[src/rtl/pbnf_pkg.sv]
// Package for the page bitmap next-fit allocator.
// Holds the request/command types shared by the front end, queue and engine.
// No dependencies.
package pbnf_pkg;

   localparam logic FUNC_ALLOC = 1'b0;
   localparam logic FUNC_FREE  = 1'b1;

   // configuration register indexes
   localparam logic CSR_ARENA_READY = 1'b0;
   localparam logic CSR_ARENA_PAGES = 1'b1;

   localparam int REQ_BYTES_W = 27;
   localparam int FREE_OFF_W  = 24;
   localparam int COUNT_W     = 13;
   localparam int START_W     = 12;

   // decoded command passed from front end to engine
   typedef struct packed {
      logic                   is_free;
      logic                   usable;   // arena ready and request sane
      logic [REQ_BYTES_W-1:0] need;     // pages wanted (alloc) or page index (free)
   } cmd_type;

endpackage

[src/rtl/pbnf_front.sv]
// Front end: accepts requests, rounds sizes to pages and range-checks them.
// Depends on pbnf_pkg.
module pbnf_front #(
   parameter int PAGE_SHIFT = 12,
   parameter int EFF_W      = 13
) (
   input  logic                              clock,
   input  logic                              reset,
   input  logic                              in_valid,
   output logic                              in_ready,
   input  logic                              in_func,
   input  logic [pbnf_pkg::REQ_BYTES_W-1:0]  in_bytes,
   input  logic [pbnf_pkg::FREE_OFF_W-1:0]   in_offset,
   input  logic                              arena_ready,
   input  logic [EFF_W-1:0]                  eff_pages,
   output logic                              cmd_valid,
   input  logic                              cmd_ready,
   output pbnf_pkg::cmd_type                 cmd
);
   import pbnf_pkg::*;

   logic [REQ_BYTES_W:0] need_w;
   logic [REQ_BYTES_W:0] idx_w;
   logic                 full_ff, full_in;
   cmd_type              cmd_ff, cmd_in;

   assign need_w = ({1'b0, in_bytes} + ((REQ_BYTES_W+1)'(1) << PAGE_SHIFT)
                    - (REQ_BYTES_W+1)'(1)) >> PAGE_SHIFT;
   assign idx_w  = (REQ_BYTES_W+1)'(in_offset) >> PAGE_SHIFT;

   assign in_ready  = !full_ff || cmd_ready;
   assign cmd_valid = full_ff;
   assign cmd       = cmd_ff;

   // classify the incoming transaction
   always_comb begin
      full_in = full_ff;
      cmd_in  = cmd_ff;
      if (cmd_ready) full_in = 1'b0;
      if (in_valid && in_ready) begin
         full_in        = 1'b1;
         cmd_in.is_free = (in_func == FUNC_FREE);
         if (in_func == FUNC_FREE) begin
            cmd_in.need   = idx_w[REQ_BYTES_W-1:0];
            cmd_in.usable = arena_ready && (idx_w < (REQ_BYTES_W+1)'(eff_pages));
         end else begin
            cmd_in.need   = need_w[REQ_BYTES_W-1:0];
            cmd_in.usable = arena_ready && (need_w != '0)
                            && (need_w <= (REQ_BYTES_W+1)'(eff_pages));
         end
      end
   end

   always_ff @(posedge clock) begin
      if (reset) full_ff <= 1'b0;
      else       full_ff <= full_in;
      cmd_ff <= cmd_in;
   end
endmodule

[config.mk]
export PLATFORM = sky130hd
export DESIGN_NAME = pbnf_front
export DESIGN_NICKNAME = d
export VERILOG_FILES = /design/src/rtl/pbnf_pkg.sv /design/src/rtl/pbnf_front.sv
export SDC_FILE = /design/constraint.sdc
export NUM_CORES = 1
export LEC_CHECK = 0
export ABC_CLOCK_PERIOD_IN_PS = 4200
export BUFFER_PORTS_ARGS = -buffer_cell sky130_fd_sc_hd__buf_2
export CAP_MARGIN = 20
export CORE_AREA = 2 2 67 69
export CTS_CLUSTER_SIZE = 40
export DETAILED_ROUTE_END_ITERATION = 12
export DIE_AREA = 0 0 69 71
export GPL_TIMING_DRIVEN = 0
export MAX_ROUTING_LAYER = met4
export PLACE_DENSITY = 0.78
export SYNTH_ARGS = -nofsm -noshare
export SYNTH_HDL_FRONTEND = slang
export SYNTH_SLANG_ARGS = --single-unit
[constraint.sdc]
create_clock -name clock -period 4.2 [get_ports clock]
set_input_delay 0.63 -clock clock [delete_from_list [all_inputs] [get_ports clock]]
set_output_delay 0.63 -clock clock [all_outputs]
set_load 0.1 [all_outputs]
==> qor.csv, run 1 <==
metric;value;unit
grt_pass1_wl;6550;µm
yosysWarnings;0;
cts-root-buf;clkbuf_8;
max_stage_delay;0.55;ns
layout.nets;373;
fin_area;2320;µm²
fp.dieH;71;µm
instances_no_fill;330;
final_max_slew_viol_count;0;
cts_hold_buf;0;
clock_path_buffers;2;
nFillCells;402;
die_w;69;µm
cap_violations;0;
required;4.24;ns
crit_chain;buf_2, or4_4, o31ai_4, nor2_2, nand2_1, xnor2_1, ha_1, a211oi_1, nor2_1, nor4_1, a21oi_1, o32ai_1;
critical_path_arrival;3.34;ns
path_clk_slew;0.07;ns
cp_slowest_cell;or4_4;
synthTopCellsByArea;edfxtp_1, ha_1, mux2_2;
num_rows;24;
core;4200;µm²
timing.hold.ws;0.519;ns
path_max_fanout;5;
p_leak;0.00111;µW
dp.cells;326;
fin_crit;3.29;ns
synth.most_common_cell;ha_1;
max_freq;304;MHz
synthArstFlopShare;0;%
seqCellArea;561;µm²
antenna_found_initial;0;
setup-tns-final;0;ns
diodes;0;
drc;0;
post-route-period-util;78.4;%
wl_per_cell;12.3;µm
overflow;0;
area_growth;29.8;%
fin_skew;0.00398;ns
synth.distinct_cells;38;
portBuffers;77;
final-setup-viol-count;0;
max_slew_margin;46.8;%
hold_viol;0;
first_pass_iters;4;
layout-drive-gt1-share;38.5;%
cts_tree;yes;
cts.repair.resized;0;
worstMarginPinSlew;0.797;ns
place_area;2280;µm²
path_buf_inv;1;
io_pins;101;
cts_made_buffers;3;
multi_input_area;1120;µm²
ys_top_cells_by_count;ha_1, edfxtp_1, inv_1;
wirelength;4060;µm
worstSetupPathType;input port to flop;
post_cts_buffers;0;
synthDominantCellAreaShare;30.2;%
synth_edf_count;18;
power_density;279;nW/µm²
syn_inst;187;
clock_latency;0.25;ns
hp-class;flop to flop;
synth-seq-cells;19;
num_vias;1658;
grt_pass1_vias;1514;
post-dp-hpwl;3510;µm
rsz0062_at_grt;false;
gp_congestion;0.831;
synth_largest_area_cell;edfxtp_1;
start_kind;input port;
clock_sinks;19;
grtUsageTotal;16.5;%
ant_nets;0;
ir_drop;130;µV
die-area;4900;µm²
first_iter_violations;108;
synth.avg_cell_area;9.56;µm²
end_kind;flop;
grt_max_degree;19;
h-tree-depth;1;
status;complete, no violations;
routed_via_density;5.02;
cp_top_family;compound AO/OA/AOI/OAI gates;
synth-main-ff-cell;edfxtp_1;
ys_seq_area_share;31.4;%
synth_area;1790;µm²
start_util;42.5;%
==> cell usage in the layout (no fill, tap or decap), types with 2 or more instances in the layout <==
master    count
nand3_1      10
conb_1       11
a21oi_1      12
or4_4         2
clkbuf_1      3
or3_1         2
and2_1        4
ha_1         24
nor3_1        3
nor4_1        4
xnor2_1      10
inv_1        15
nand4_1       4
and3_1        2
a21o_1        2
o21ai_0       6
buf_2        77
nand2_1      13
clkbuf_8      3
edfxtp_1     18
mux2_2       11
buf_4        11
xor2_1        5
nor2_1        8
or4_1         3
==> worst register-to-register path, stage by stage (launching register included) <==
cell and delay (ns):
dfxtp_1 0.31, nand2b_1 0.10, and2_1 0.66
==> final cells by class <==
cell class | instances | area share [%]
multi-input combinational | 150 | 48.2
timing repair buffer | 77 | 16.6
sequential | 19 | 24.2
buffer | 13 | 3.88
inverter | 15 | 2.43
tap | 52 | 2.80
clock buffer | 4 | 1.94
==> stage by stage <==
step / power [µW] / worst slack, ns / utilization, %
after floorplan: 456 / 1.10 / -
after global placement: 515 / 0.755 / 54.1
after detailed placement: 521 / 0.716 / 54.1
after CTS: 646 / 0.975 / 55.2
after global routing: 671 / 0.761 / 55.2
final: 646 / 0.907 / 55.2
==> final timing paths <==
kind / from / to / slack [ns] / depth (start not counted)
worst max-delay path: in_bytes[11] / cmd[27] / 0.91 / 12
worst min-delay path: cmd_valid / cmd_valid / 0.52 / 2
worst max register to register: cmd_valid / cmd[15] / 2.76 / 2
worst min register to register: cmd_valid / cmd_valid / 0.52 / 2
==> registers in the layout, indices dropped and copies added, names as in the netlist <==
register	cells
cmd_valid	1
cmd	18
==> cells by family after synthesis <==
kind of cell / share of synthesized area, %
flops: 31.4
xor+xnor: 7.35
fa+ha+maj: 16.8
compound gates: 10.6
other cells: 0.210
mux: 6.93
buf+inv: 8.19
simple gates: 18.5
==> power breakdown <==
part	leakage [µW]	switching [µW]	internal (µW)	total (µW)
Combinational	0.000903	214	78.7	292
Sequential	0.000184	2.46	224	226
Clock	0.0000228	60.5	67.4	128
==> routing by layer <==
metal	global-route usage, %	vias up	routed length, µm
met5	-	-	0
li1	-	852	-
met4	4.79	0	57
met2	27.2	68	1950
met3	2.56	6	311
met1	20.9	732	1740
(Power assumes the default switching activity.)
==> inputs of run 2 (changes only) <==
--- a/config.mk
+++ b/config.mk
@@ -5,7 +5,7 @@
 export SDC_FILE = /design/constraint.sdc
 export NUM_CORES = 1
 export LEC_CHECK = 0
-export ABC_CLOCK_PERIOD_IN_PS = 4200
+export ABC_CLOCK_PERIOD_IN_PS = 3100
 export BUFFER_PORTS_ARGS = -buffer_cell sky130_fd_sc_hd__buf_2
 export CAP_MARGIN = 20
 export CORE_AREA = 2 2 67 69
==> constraint.sdc (replaced) <==
create_clock -name clock -period 3.1 [get_ports clock]
set_input_delay 0.465 -clock clock [delete_from_list [all_inputs] [get_ports clock]]
set_output_delay 0.465 -clock clock [all_outputs]
set_load 0.1 [all_outputs]
==> qor.csv, run 2 (synthesized netlist as in run 1, its figures left out) <==
metric;value;unit;change
required;3.17;ns;was 4.24 ns
power_density;373;nW/µm²;was 279 nW/µm²
nFillCells;393;;was 402
status;complete, no violations;;unchanged
first_pass_iters;4;;unchanged
worst_slack;0.165;ns;was 0.907 ns
layout_commonest_cell;buf_2;;unchanged
mostFrequentLayoutCells;buf_2, ha_1, edfxtp_1;;unchanged
max_slew_margin;45.8;%;was 46.8%
wirelength;4120;µm;was 4060 µm
cts_tree;yes;;unchanged
die-area;4900;µm²;unchanged
path_max_fanout;4;;was 5
final-setup-viol-count;0;;unchanged
hp-class;input port to flop;;was flop to flop
gp_congestion;0.831;;unchanged
overflow;0;;unchanged
num_vias;1674;;was 1,658
post-dp-hpwl;3510;µm;unchanged
io_pins;101;;unchanged
clock_path_buffers;2;;unchanged
drc;0;;unchanged
fp.dieH;71;µm;unchanged
cp_slowest_cell;or4_4;;unchanged
clock_latency;0.25;ns;about the same
cap_violations;0;;unchanged
critical_path_arrival;3.01;ns;was 3.34 ns
first_iter_violations;118;;was 108
path_clk_slew;0.07;ns;about the same
ant_nets;0;;unchanged
end_kind;flop;;unchanged
final_max_slew_viol_count;0;;unchanged
routed_via_density;5.06;;was 5.02
grt_pass1_vias;1514;;unchanged
wl_per_cell;12.4;µm;was 12.3 µm
num_rows;24;;unchanged
core;4200;µm²;unchanged
fin_skew;0.00256;ns;was 0.00398 ns
diodes;0;;unchanged
dp.cells;326;;unchanged
grt_max_degree;19;;unchanged
start_kind;input port;;unchanged
post-route-period-util;94.7;%;
cts_made_buffers;3;;unchanged
p_leak;0.00113;µW;was 0.00111 µW
crit_chain;buf_2, or4_4, o31ai_4, nor2_4, nand2_1, xnor2_2, ha_1, a211oi_2, nor2_1, nor4_1, a21oi_1, o32ai_2;;was buf_2, or4_4, o31ai_4, nor2_2, nand2_1, xnor2_1, ha_1, a211oi_1, nor2_1, nor4_1, a21oi_1, o32ai_1
portBuffers;77;;unchanged
max_freq;341;MHz;
layout-drive-gt1-share;40.5;%;was 38.5%
ir_drop;182;µV;was 130 µV
area_growth;32.1;%;was 29.8%
layout.nets;374;;was 373
cts-root-buf;clkbuf_8;;unchanged
instances_no_fill;331;;was 330
max_stage_delay;0.56;ns;was 0.55 ns
worstSetupPathType;input port to flop;;unchanged
hold_viol;0;;unchanged
die_w;69;µm;unchanged
fin_crit;2.94;ns;
h-tree-depth;1;;unchanged
largest_reg_flops;18;;unchanged
clock_sinks;19;;unchanged
worstMarginPinSlew;0.813;ns;was 0.797 ns
grt_pass1_wl;6550;µm;unchanged
grtUsageTotal;16.5;%;unchanged
antenna_found_initial;0;;unchanged
pre_cts_slack;-0.219;ns;was 0.716 ns
start_util;42.5;%;unchanged
[run 2: through the flow]
step	instance area, µm²	power, µW	util, %	setup TNS, ns	hold WS [ns]
after CTS	2320	876	55.2	0	0.356
after floorplan	1830	618	-	0	0.534
after global routing	2360	915	56.2	-0.0169	0.357
after global placement	2280	698	54.1	-0.180	0.485
after detailed placement	2280	706	54.1	-0.219	0.510
final	2360	881	56.2	0	0.353
[run 2: critical path: cells and delay by family]
| family | cells | cell delay (ns) |
|---|---|---|
| adder cells (fa/ha/maj) | 1 | 0.28 |
| XOR/XNOR | 1 | 0.14 |
| AO/OA/AOI/OAI | 4 | 0.91 |
| AND/OR/NAND/NOR | 5 | 1.11 |
| buffers and inverters | 1 | 0.10 |
[run 2: final cells by class]
| class | instances | area, µm² | share of cell area (%) |
|---|---|---|---|
| Buffer | 13 | 90.1 | 3.81 |
| Clock buffer | 4 | 45.0 | 1.91 |
| Multi-Input combinational cell | 150 | 1150 | 48.8 |
| Sequential cell | 19 | 561 | 23.7 |
| Inverter | 15 | 56.3 | 2.38 |
| Timing Repair Buffer | 78 | 393 | 16.6 |
| Tap cell | 52 | 65.1 | 2.75 |
[run 2: what timing repair did]
| item | in CTS | in global routing |
|---|---|---|
| setup endpoints to repair | 0 | 1 |
| hold buffers | 0 | 0 |
| resized for setup | 0 | 6 |
| buffers inserted | 0 | 1 |
[run 2: path summary, 6_finish.rpt]
check	start	endpoint	slack [ns]	depth (start not counted)
hold / removal	reset	cmd_valid	0.35	2
setup reg to reg	cmd_valid	cmd[15]	1.65	2
setup / recovery	in_bytes[4]	cmd[27]	0.16	12
hold reg to reg	cmd_valid	cmd_valid	0.52	2
[run 2: per-layer routing]
layer | up-vias | track usage, % | share of wire [%]
met1 | 741 | 20.9 | 41
met3 | 6 | 2.56 | 8.9
met5 | - | - | 0
li1 | 852 | - | -
met4 | 0 | 4.79 | 1.2
met2 | 75 | 27.2 | 49
[run 2: power by group]
group	internal, µW	total (µW)	switching, µW
Combinational	109	401	292
Sequential	303	306	3.34
Clock	91.3	173	82.1
Total	504	881	377
