--- src/rtl/pbnf_pkg.sv ---
// Package for the page bitmap next-fit allocator.
// Holds the request/command types shared by the front end, queue and engine.
// No dependencies.
package pbnf_pkg;

   localparam logic FUNC_ALLOC = 1'b0;
   localparam logic FUNC_FREE  = 1'b1;

   // configuration register indexes
   localparam logic CSR_ARENA_READY = 1'b0;
   localparam logic CSR_ARENA_PAGES = 1'b1;

   localparam int REQ_BYTES_W = 27;
   localparam int FREE_OFF_W  = 24;
   localparam int COUNT_W     = 13;
   localparam int START_W     = 12;

   // decoded command passed from front end to engine
   typedef struct packed {
      logic                   is_free;
      logic                   usable;   // arena ready and request sane
      logic [REQ_BYTES_W-1:0] need;     // pages wanted (alloc) or page index (free)
   } cmd_type;

endpackage

--- src/rtl/pbnf_fifo.sv ---
// Two-entry command queue between front end and engine.
// Depends on pbnf_pkg.
module pbnf_fifo (
   input  logic              clock,
   input  logic              reset,
   input  logic              wr_valid,
   output logic              wr_ready,
   input  pbnf_pkg::cmd_type wr_data,
   output logic              rd_valid,
   input  logic              rd_ready,
   output pbnf_pkg::cmd_type rd_data
);
   import pbnf_pkg::*;

   cmd_type    mem_ff [2];
   logic       wp_ff, rp_ff;
   logic [1:0] cnt_ff;

   assign wr_ready = (cnt_ff != 2'd2);
   assign rd_valid = (cnt_ff != 2'd0);
   assign rd_data  = mem_ff[rp_ff];

   always_ff @(posedge clock) begin
      if (wr_valid && wr_ready) mem_ff[wp_ff] <= wr_data;
      if (reset) begin
         wp_ff <= 1'b0; rp_ff <= 1'b0; cnt_ff <= 2'd0;
      end else begin
         if (wr_valid && wr_ready) wp_ff <= !wp_ff;
         if (rd_valid && rd_ready) rp_ff <= !rp_ff;
         cnt_ff <= cnt_ff + 2'(wr_valid && wr_ready) - 2'(rd_valid && rd_ready);
      end
   end
endmodule

--- config.mk ---
export PLATFORM = sky130hd
export DESIGN_NAME = pbnf_fifo
export DESIGN_NICKNAME = d
export VERILOG_FILES = /design/src/rtl/pbnf_pkg.sv /design/src/rtl/pbnf_fifo.sv
export SDC_FILE = /design/constraint.sdc
export NUM_CORES = 1
export LEC_CHECK = 0
export BUFFER_PORTS_ARGS = -buffer_cell sky130_fd_sc_hd__buf_2
export CAP_MARGIN = 20
export CORE_UTILIZATION = 40
export CTS_CLUSTER_DIAMETER = 150
export CTS_CLUSTER_SIZE = 24
export DETAILED_ROUTE_END_ITERATION = 10
export PLACE_DENSITY = 0.65
export SETUP_SLACK_MARGIN = 0.3
export SLEW_MARGIN = 20
export SYNTH_ARGS = -nofsm -noshare
export SYNTH_HDL_FRONTEND = slang
export SYNTH_SLANG_ARGS = --single-unit
--- constraint.sdc ---
create_clock -name clock -period 2 [get_ports clock]
set_clock_uncertainty 0.2 [all_clocks]
set_input_delay 0.1 -clock clock [delete_from_list [all_inputs] [get_ports clock]]
set_output_delay 0.1 -clock clock [all_outputs]
set_load 0.01 [all_outputs]
==> results.py, run 1 <==
metrics = {
    "outcome": {
        "status": "finished clean",
    },
    "placement": {
        "routabilityCongestion": 0.675,
        "placedCellCount": 255,
        "post-dp-hpwl_um": 2760,
        "dp_slack_ns": 0.106,
        "io_buffer_count": 63,
    },
    "grt": {
        "grt_pass1_wl_um": 6780,
        "grt_util_all_layers": 0.151,
        "grt_max_degree": 30,
        "grt_pass1_vias": 1442,
        "grt_overflow": 0,
        "antenna_found_initial": 0,
    },
    "timing": {
        "period_needed_ns": 1.67,
        "whs_ns": 0.0173,
        "finalSetupTns_ns": 0,
        "post-route-period-util": 0.835,
        "fmax_mhz": 599,
        "layout_setup_ws_ns": 0.330,
        "tightest_slew_ns": 0.358,
        "slew_violations": 0,
        "hold_viol": 0,
        "setup_viol": 0,
        "relSlewSlack": 0.758,
        "rsz0062_at_grt": "yes",
    },
    "yosys": {
        "synthCells": 119,
        "yosysWarnings": 0,
        "syn_area_um2": 2400,
        "synth_seq_area_share": 0.767,
        "synth_top_cell_by_area": "edfxtp_1",
        "synth_area_leaders": "edfxtp_1 73%, mux2_1 6.6%, mux2_4 6.3%",
        "yosysTopAreaCellShare": 0.725,
        "ys_seq_elements": 63,
        "synth_cell_type_count": 28,
        "synth_area_per_cell_um2": 20.2,
        "syn_nets": 153,
    },
    "worst_setup_path": {
        "critPathRequiredTime_ns": 1.70,
        "critical_path_class": "register to output pin",
        "worst-path-max-fanout": 9,
        "start_kind": "register",
        "path_cells": "buf_6 > mux2_2 > buf_2",
        "slowest_delay_ns": 0.40,
        "critPathTopFamily": "flip-flops",
        "arrival_ns": 1.37,
        "critPathSlowestCell": "dfxtp_4",
        "crit_buf_inv": 2,
        "r2r-start": "cnt_ff[1]$_SDFF_PP0_",
        "cp-end-kind": "output pin",
    },
    "clock_tree": {
        "numCtsBuffers": 9,
        "clk_pin_slew_ns": 0.06,
        "max-clock-path-buffers": 2,
        "clockRootBuffer": "clkbuf_8",
        "cts_max_level": 3,
        "clock_latency_ns": 0.32,
        "cts_tree": "done",
        "clock-sinks": 63,
    },
    "floorplanning": {
        "pin_count": 64,
        "core.rowCount": 27,
        "die_y_um": 79.5,
        "dieArea_um2": 6320,
        "core_area_um2": 5640,
        "die_x_um": 79.5,
        "start_util": 0.426,
    },
    "finish": {
        "multi_input_area_um2": 554,
        "area_growth_pct": 42.4,
        "instances_no_fill": 305,
        "nFillCells": 406,
        "n_antenna_cell": 0,
        "regArea_um2": 1850,
        "fin_nets": 262,
        "drive_gt1_frac": 0.472,
    },
    "detailed_routing": {
        "drt-wirelength-per-cell_um": 14.3,
        "routed_wl_um": 4370,
        "post-route-drc-count": 0,
        "ant_nets": 0,
        "vias": 1418,
        "drt_iter0_markers": 83,
        "viasPerCell": 4.65,
        "first_pass_iters": 3,
    },
    "power": {
        "p_total_uw": 3570,
        "powerDensity_nw_per_um2": 1040,
        "p_leak_uw": 0.00133,
        "ir_drop_mv": 0.516,
    },
    "min_path": {
        "hold_path.class": "primary input to register",
        "hp-start": "rd_ready",
    },
    "job": {
        "cap_violations": 0,
    },
}
## worst reg2reg max path: stages (launching register included)
cell	delay, ns
dfxtp_4	0.39
nor2b_4	0.18
o21ba_1	0.15
nor2_1	0.05
ha_1	0.20
nor4_2	0.25
nor3_2	0.07
## worst paths after layout
path | to | slack, ns | cells past startpoint
max reg2reg | cnt_ff[1]$_SDFF_PP0_ | 0.41 | 6
min | rp_ff$_SDFFE_PP0P_ | 0.02 | 4
min reg2reg | rp_ff$_SDFFE_PP0P_ | 0.32 | 2
max | rd_data[2] | 0.33 | 3
## state kept, by name, summed over array words and instances, names as in the netlist, named ones only
register  flops
rp_ff         1
cnt_ff        2
mem_ff       58
wp_ff         1
## report_power, final
group	leakage [µW]	switching [µW]	internal, µW
Sequential	0.000585	66.7	1610
Clock	0.0000945	453	566
Combinational	0.000647	386	488
## final cells by class
type	count	area share
Sequential cell	63	0.541
Clock inverter	5	0.0143
Clock buffer	11	0.0384
Inverter	1	0.00219
Multi-Input combinational cell	52	0.162
Timing Repair Buffer	101	0.216
Tap cell	72	0.0263
## kinds of logic after synthesis
| logic type | count (synthesis) | synth area share |
|---|---|---|
| mux | 29 | 0.152 |
| compound gates | 6 | 0.0182 |
| simple gates | 15 | 0.0432 |
| fa+ha+maj | 1 | 0.00521 |
| buf+inv | 4 | 0.0115 |
| flops | 63 | 0.767 |
| xor+xnor | 1 | 0.00365 |
## routing by layer
| layer | GRT usage | routed length, µm | vias to the layer above |
|---|---|---|---|
| met5 | 0 | 0 | - |
| met4 | 0.0745 | 42 | 0 |
| met3 | 0.0549 | 251 | 4 |
| met2 | 0.250 | 2250 | 45 |
| met1 | 0.173 | 1820 | 679 |
| li1 | - | - | 690 |
## synth_stat cells
library cell / n
buf_2: 1
ha_1: 1
nand3_1: 1
nor3_2: 1
mux2_2: 5
a21bo_1: 1
nor4_1: 1
mux2_1: 14
buf_6: 1
a21oi_1: 1
xor2_1: 1
and3_4: 1
nor2b_1: 2
or2_2: 1
o21ba_1: 1
nor2_1: 4
and3_2: 1
nand3b_1: 1
o21ai_0: 1
nor4bb_2: 1
mux2_4: 10
dfxtp_1: 5
inv_1: 1
edfxtp_1: 58
nand2b_1: 1
buf_4: 1
o21ai_1: 1
o31a_1: 1
## what timing repair did
action | CTS | global route
cloned | 1 | 0
hold endpoints to repair | 63 | 0
buffers inserted | 2 | 0
hold buffers | 31 | 0
pin swaps | 0 | 1
gates resized for setup | 10 | 3
setup endpoints to repair | 40 | 12
## through the flow
step / area, µm² / utilization
6_report: 3420 / 0.606
5_1_grt: 3420 / 0.606
4_1_cts: 3410 / 0.605
3_5_place_dp: 2850 / 0.505
3_3_place_gp: 2850 / 0.505
2_1_floorplan: 2410 / -
## placed cells by master (no fill, tap or decap), drive strengths merged, types with 4 or more instances in the layout
cell type    instances
clkbuf              11
clkinv               4
edfxtp              58
mux2                29
nor2                 4
dlygate4sd3         31
buf                 70
dfxtp                5
No activity file was read; power rests on OpenSTA's default activity.
==> inputs of run 2 (changes only) <==
clock period = 1.7 ns   (was 2 ns; I/O delays follow)
==> run 2 against run 1 <==
Register-to-register slack worse by 0.36 ns. Sequential power is 19% higher. Critical path depth stayed put. First-iteration DRC count is 37% lower. Power is 51% higher. Wire length is 36% higher. Cell count is 8.9% higher.
==> results.py, run 2 (synthesis gave the netlist of run 1 again) <==
metrics = {
    "worst_setup_path": {
        "critPathSlowestCell": "dfxtp_4",
        "slowest_delay_ns": 0.46,
        "critPathTopFamily": "flip-flops",
        "path_cells": "clkbuf_16 > mux2_4 > buf_6",
        "arrival_ns": 1.41,
        "critPathRequiredTime_ns": 1.41,
        "worst-path-max-fanout": 5,
        "start_kind": "register",
        "cp-end-kind": "output pin",
        "crit_buf_inv": 2,
        "critical_path_class": "register to output pin",
    },
    "clock_tree": {
        "cts_max_level": 3,
        "cts_tree": "done",
        "clk_pin_slew_ns": 0.07,
        "numCtsBuffers": 9,
        "max-clock-path-buffers": 2,
        "clockRootBuffer": "clkbuf_8",
        "clock_latency_ns": 0.33,
        "clock-sinks": 63,
    },
    "grt": {
        "grt_overflow": 0,
        "grt_pass1_vias": 1770,
        "grt_util_all_layers": 0.187,
        "antenna_found_initial": 0,
        "grt_pass1_wl_um": 8420,
        "grt_max_degree": 12,
    },
    "outcome": {
        "status": "finished clean",
    },
    "timing": {
        "finalSetupTns_ns": 0,
        "relSlewSlack": 0.683,
        "layout_setup_ws_ns": 0.00246,
        "rsz0062_at_grt": "yes",
        "tightest_slew_ns": 0.468,
        "hold_viol": 0,
        "setup_viol": 0,
        "slew_violations": 0,
        "period_needed_ns": 1.70,
        "fmax_mhz": 589,
        "post-route-period-util": 0.999,
        "whs_ns": 0.134,
    },
    "min_path": {
        "hold_path.class": "primary input to register",
    },
    "placement": {
        "io_buffer_count": 63,
        "placedCellCount": 255,
        "post-dp-hpwl_um": 2780,
        "routabilityCongestion": 0.634,
        "dp_slack_ns": 0.0674,
    },
    "detailed_routing": {
        "drt_iter0_markers": 52,
        "drt-wirelength-per-cell_um": 17.9,
        "vias": 1606,
        "viasPerCell": 4.84,
        "dr.max_layer_used": "met4",
        "wl_met1_um": 2320,
        "wl_met3_um": 236,
        "routed_wl_um": 5940,
        "first_pass_iters": 4,
        "ant_nets": 0,
        "route.met2.wl_um": 3220,
        "post-route-drc-count": 0,
    },
    "floorplanning": {
        "core_area_um2": 5640,
        "core.rowCount": 27,
        "die_y_um": 79.5,
        "dieArea_um2": 6320,
        "pin_count": 64,
        "start_util": 0.426,
        "die_x_um": 79.5,
    },
    "finish": {
        "final_cell_mix": "58 x edfxtp_1, 43 x buf_6, 33 x buf_2",
        "final_common_cell": "edfxtp_1",
        "reg_top3": "mem_ff x58, cnt_ff x2",
        "regMostFlops": "mem_ff",
        "largest_register_ffs": 58,
        "area_growth_pct": 74.7,
        "drive_gt1_frac": 0.600,
        "nFillCells": 320,
        "instances_no_fill": 332,
        "n_antenna_cell": 0,
        "fin_nets": 289,
    },
    "power": {
        "p_total_uw": 5380,
        "ir_drop_mv": 0.904,
        "p_leak_uw": 0.00169,
        "powerDensity_nw_per_um2": 1280,
    },
    "job": {
        "cap_violations": 0,
    },
}
[run 2: cell types whose count changed in the layout (fill, tap and decap cells not counted), sizes merged]
cell	before	now
clkinv	4	3
buf	70	94
clkinvlp	1	2
dlygate4sd3	31	32
bufinv	1	3
[run 2: layout make-up]
cell class                      instances  area, µm²  share of cell area
Inverter                                1       7.51             0.00179
Multi-Input combinational cell         52        658               0.157
Sequential cell                        63       1850               0.442
Tap cell                               72       90.1              0.0215
Timing Repair Buffer                  128       1350               0.322
Clock inverter                          7        111              0.0265
Clock buffer                            9        124              0.0295
[run 2: worst paths after layout]
kind                             start  depth (start not counted)              endpoint  slack, ns
setup / recovery              register                          3           rd_data[14]      0.002
hold / removal                wr_valid                          4  cnt_ff[1]$_SDFF_PP0_       0.13
setup reg to reg  cnt_ff[1]$_SDFF_PP0_                          6  cnt_ff[1]$_SDFF_PP0_       0.05
hold reg to reg     rp_ff$_SDFFE_PP0P_                          2              register       0.33
[run 2: report_power, final]
group          leakage [µW]  internal, µW  switching (µW)
Sequential         0.000586          1900            95.0
Clock              0.000117           963             568
Combinational      0.000988          1200             655
Total               0.00169          4060            1320
[run 2: layer usage]
| metal | global-route usage | up-vias |
|---|---|---|
| met5 | 0 | - |
| met4 | 0.0800 | 0 |
| met3 | 0.0526 | 16 |
| met2 | 0.348 | 61 |
| met1 | 0.194 | 784 |
| li1 | - | 745 |
[run 2: tightest hold or removal path, cell delays in order]
cell and delay [ns]:
buf_2 0.17, nor4bb_2 0.10, nor4_4 0.21, nor3_2 0.06
[run 2: what timing repair did]
| action | 4_1_cts | 5_1_grt |
|---|---|---|
| hold buffers | 32 | 0 |
| gates cloned | 7 | 2 |
| resized for setup | 24 | 59 |
| pin swaps | 5 | 3 |
| hold endpoints to repair | 63 | 0 |
| endpoints found under the setup margin | 90 | 94 |
| buffers inserted | 19 | 1 |
[run 2: per-stage QoR]
step / util / cell area, µm²
2_1_floorplan: - / 2430
3_3_place_gp: 0.511 / 2880
5_1_grt: 0.744 / 4200
4_1_cts: 0.682 / 3850
6_report: 0.744 / 4200
3_5_place_dp: 0.511 / 2880
==> inputs of run 3 (changes only) <==
CORE_UTILIZATION = 30   (was 40)
PLACE_DENSITY = 0.52   (was 0.65)
==> run 3 against run 2 <==
Via count decreased by 3.1%. Power decreased by 2.9%. Final area increased by 1.9%. Fmax increased by 2.5%. Clock power decreased by 12%. Largest power group unchanged. Register-to-register slack about the same. Global-route usage decreased by 5.1 points. Critical path type is now register to register.
==> results.py, run 3 (synthesis gave the netlist of run 1 again) <==
metrics = {
    "finish": {
        "reg_top3": "mem_ff x58, cnt_ff x2",
        "fin_nets": 291,
        "largest_register_ffs": 58,
        "final_cell_mix": "58 x edfxtp_1, 44 x buf_6, 32 x dlygate4sd3_1, 32 x buf_2, 29 x mux2_4",
        "final_common_cell": "edfxtp_1",
        "postLayoutCellArea_um2": 4280,
        "area_growth_pct": 78.0,
        "regMostFlops": "mem_ff",
        "nFillCells": 629,
        "instances_no_fill": 364,
        "post-route-util": 0.553,
        "drive_gt1_frac": 0.603,
        "n_antenna_cell": 0,
    },
    "power": {
        "power_frac_seq": 0.376,
        "ir_drop_mv": 0.546,
        "powerDensity_nw_per_um2": 1220,
        "switchingPower_uw": 1280,
        "clock_power_share": 0.259,
        "p_int_uw": 3940,
        "combPwrFrac": 0.365,
        "p_leak_uw": 0.00170,
        "swShare": 0.245,
    },
    "floorplanning": {
        "core.rowCount": 32,
        "start_util": 0.311,
        "dieArea_um2": 8370,
        "die_x_um": 91.5,
        "core_area_um2": 7730,
        "pin_count": 64,
        "die_y_um": 91.5,
    },
    "placement": {
        "dp_slack_ns": 0.135,
        "place_area_um2": 2940,
        "placedCellCount": 288,
        "routabilityCongestion": 0.755,
        "post-dp-hpwl_um": 2850,
        "io_buffer_count": 63,
    },
    "grt": {
        "grt_pass1_vias": 1631,
        "antenna_found_initial": 0,
        "grt_max_degree": 11,
        "grt_overflow": 0,
        "grt_pass1_wl_um": 8360,
        "grt_util_all_layers": 0.136,
    },
    "clock_tree": {
        "clock_latency_ns": 0.32,
        "clockRootBuffer": "clkbuf_8",
        "numCtsBuffers": 9,
        "clock-sinks": 63,
        "clk_pin_slew_ns": 0.06,
        "cts_max_level": 3,
        "cts_tree": "done",
        "max-clock-path-buffers": 2,
    },
    "worst_setup_path": {
        "start_kind": "register",
        "arrival_ns": 1.51,
        "worst-path-max-fanout": 4,
        "critical_path_class": "register to register",
        "critPathRequiredTime_ns": 1.55,
        "reg2regPathDepth": 7,
        "cp-end-kind": "register",
    },
    "timing": {
        "hold_viol": 0,
        "period_needed_ns": 1.66,
        "tightest_slew_ns": 0.328,
        "layout_setup_ws_ns": 0.0432,
        "setup_viol": 0,
        "finalSetupTns_ns": 0,
        "fmax_mhz": 604,
        "rsz0062_at_grt": "yes",
        "slew_violations": 0,
        "relSlewSlack": 0.781,
        "post-route-period-util": 0.975,
    },
    "detailed_routing": {
        "drt-wirelength-per-cell_um": 14.6,
        "viasPerCell": 4.27,
        "post-route-drc-count": 0,
        "ant_nets": 0,
        "drt_iter0_markers": 50,
        "vias": 1556,
        "routed_wl_um": 5330,
        "first_pass_iters": 4,
    },
    "min_path": {
        "hold_path.class": "primary input to register",
        "hold_path_depth": 4,
    },
    "outcome": {
        "status": "finished clean",
    },
    "job": {
        "cap_violations": 0,
    },
}
[run 3: cell count changes in the layout (fill, tap and decap cells not counted), moves of 2 or more]
cell,before,now
clkbuf_1,0,2
nor2_4,0,2
buf_12,4,6
nor2_1,4,2
[run 3: worst paths after layout]
kind                        start                       to  slack, ns
min reg2reg    rp_ff$_SDFFE_PP0P_                 register       0.30
max reg2reg  cnt_ff[1]$_SDFF_PP0_  mem_ff[1][14]$_DFFE_PP_       0.04
max          cnt_ff[1]$_SDFF_PP0_  mem_ff[1][14]$_DFFE_PP_       0.04
min                      wr_valid     cnt_ff[1]$_SDFF_PP0_       0.12
[run 3: final cells by class]
cell class                      instances  area [µm²]  area share
Inverter                                1        7.51     0.00176
Multi-Input combinational cell         52         698       0.163
Clock inverter                          5        72.6      0.0170
Tap cell                              102         128      0.0298
Sequential cell                        63        1850       0.433
Timing Repair Buffer                  130        1390       0.324
Clock buffer                           11         131      0.0307
[run 3: power by group through the flow]
stage               Clock (µW)  Combinational, µW  Sequential (µW)
finish                    1350               1900             1960
global route              1460               2020             1980
CTS                       1390               1800             1970
detailed placement           0                948             2010
global placement             0                950             2000
floorplan                    0                597             1970
[run 3: stage by stage]
step	power, µW	hold WS (ns)
floorplan	2570	-0.0546
global placement	2950	0.0752
detailed placement	2950	0.0771
CTS	5160	0.0324
global route	5460	0.157
finish	5220	0.122
[run 3: critical path: stages, from the launching register on]
cell and delay [ns]:
dfxtp_4 0.35, buf_6 0.12, nand2b_4 0.07, buf_6 0.09, buf_6 0.08, and3_4 0.21, buf_6 0.13, clkbuf_16 0.13
[run 3: timing repair]
| item | 4_1_cts | 5_1_grt |
|---|---|---|
| endpoints found under the hold margin | 63 | 0 |
| endpoints found under the setup margin | 90 | 93 |
| pin swaps | 8 | 6 |
| hold buffers | 32 | 0 |
| cloned | 6 | 2 |
| resized for setup | 80 | 14 |
| setup buffers | 19 | 1 |
[run 3: metal layers]
layer	routed length, µm	track usage	vias up
met5	0	0	-
met4	83	0.0635	0
met3	210	0.0335	8
met2	2680	0.224	43
met1	2350	0.167	762
li1	-	-	743
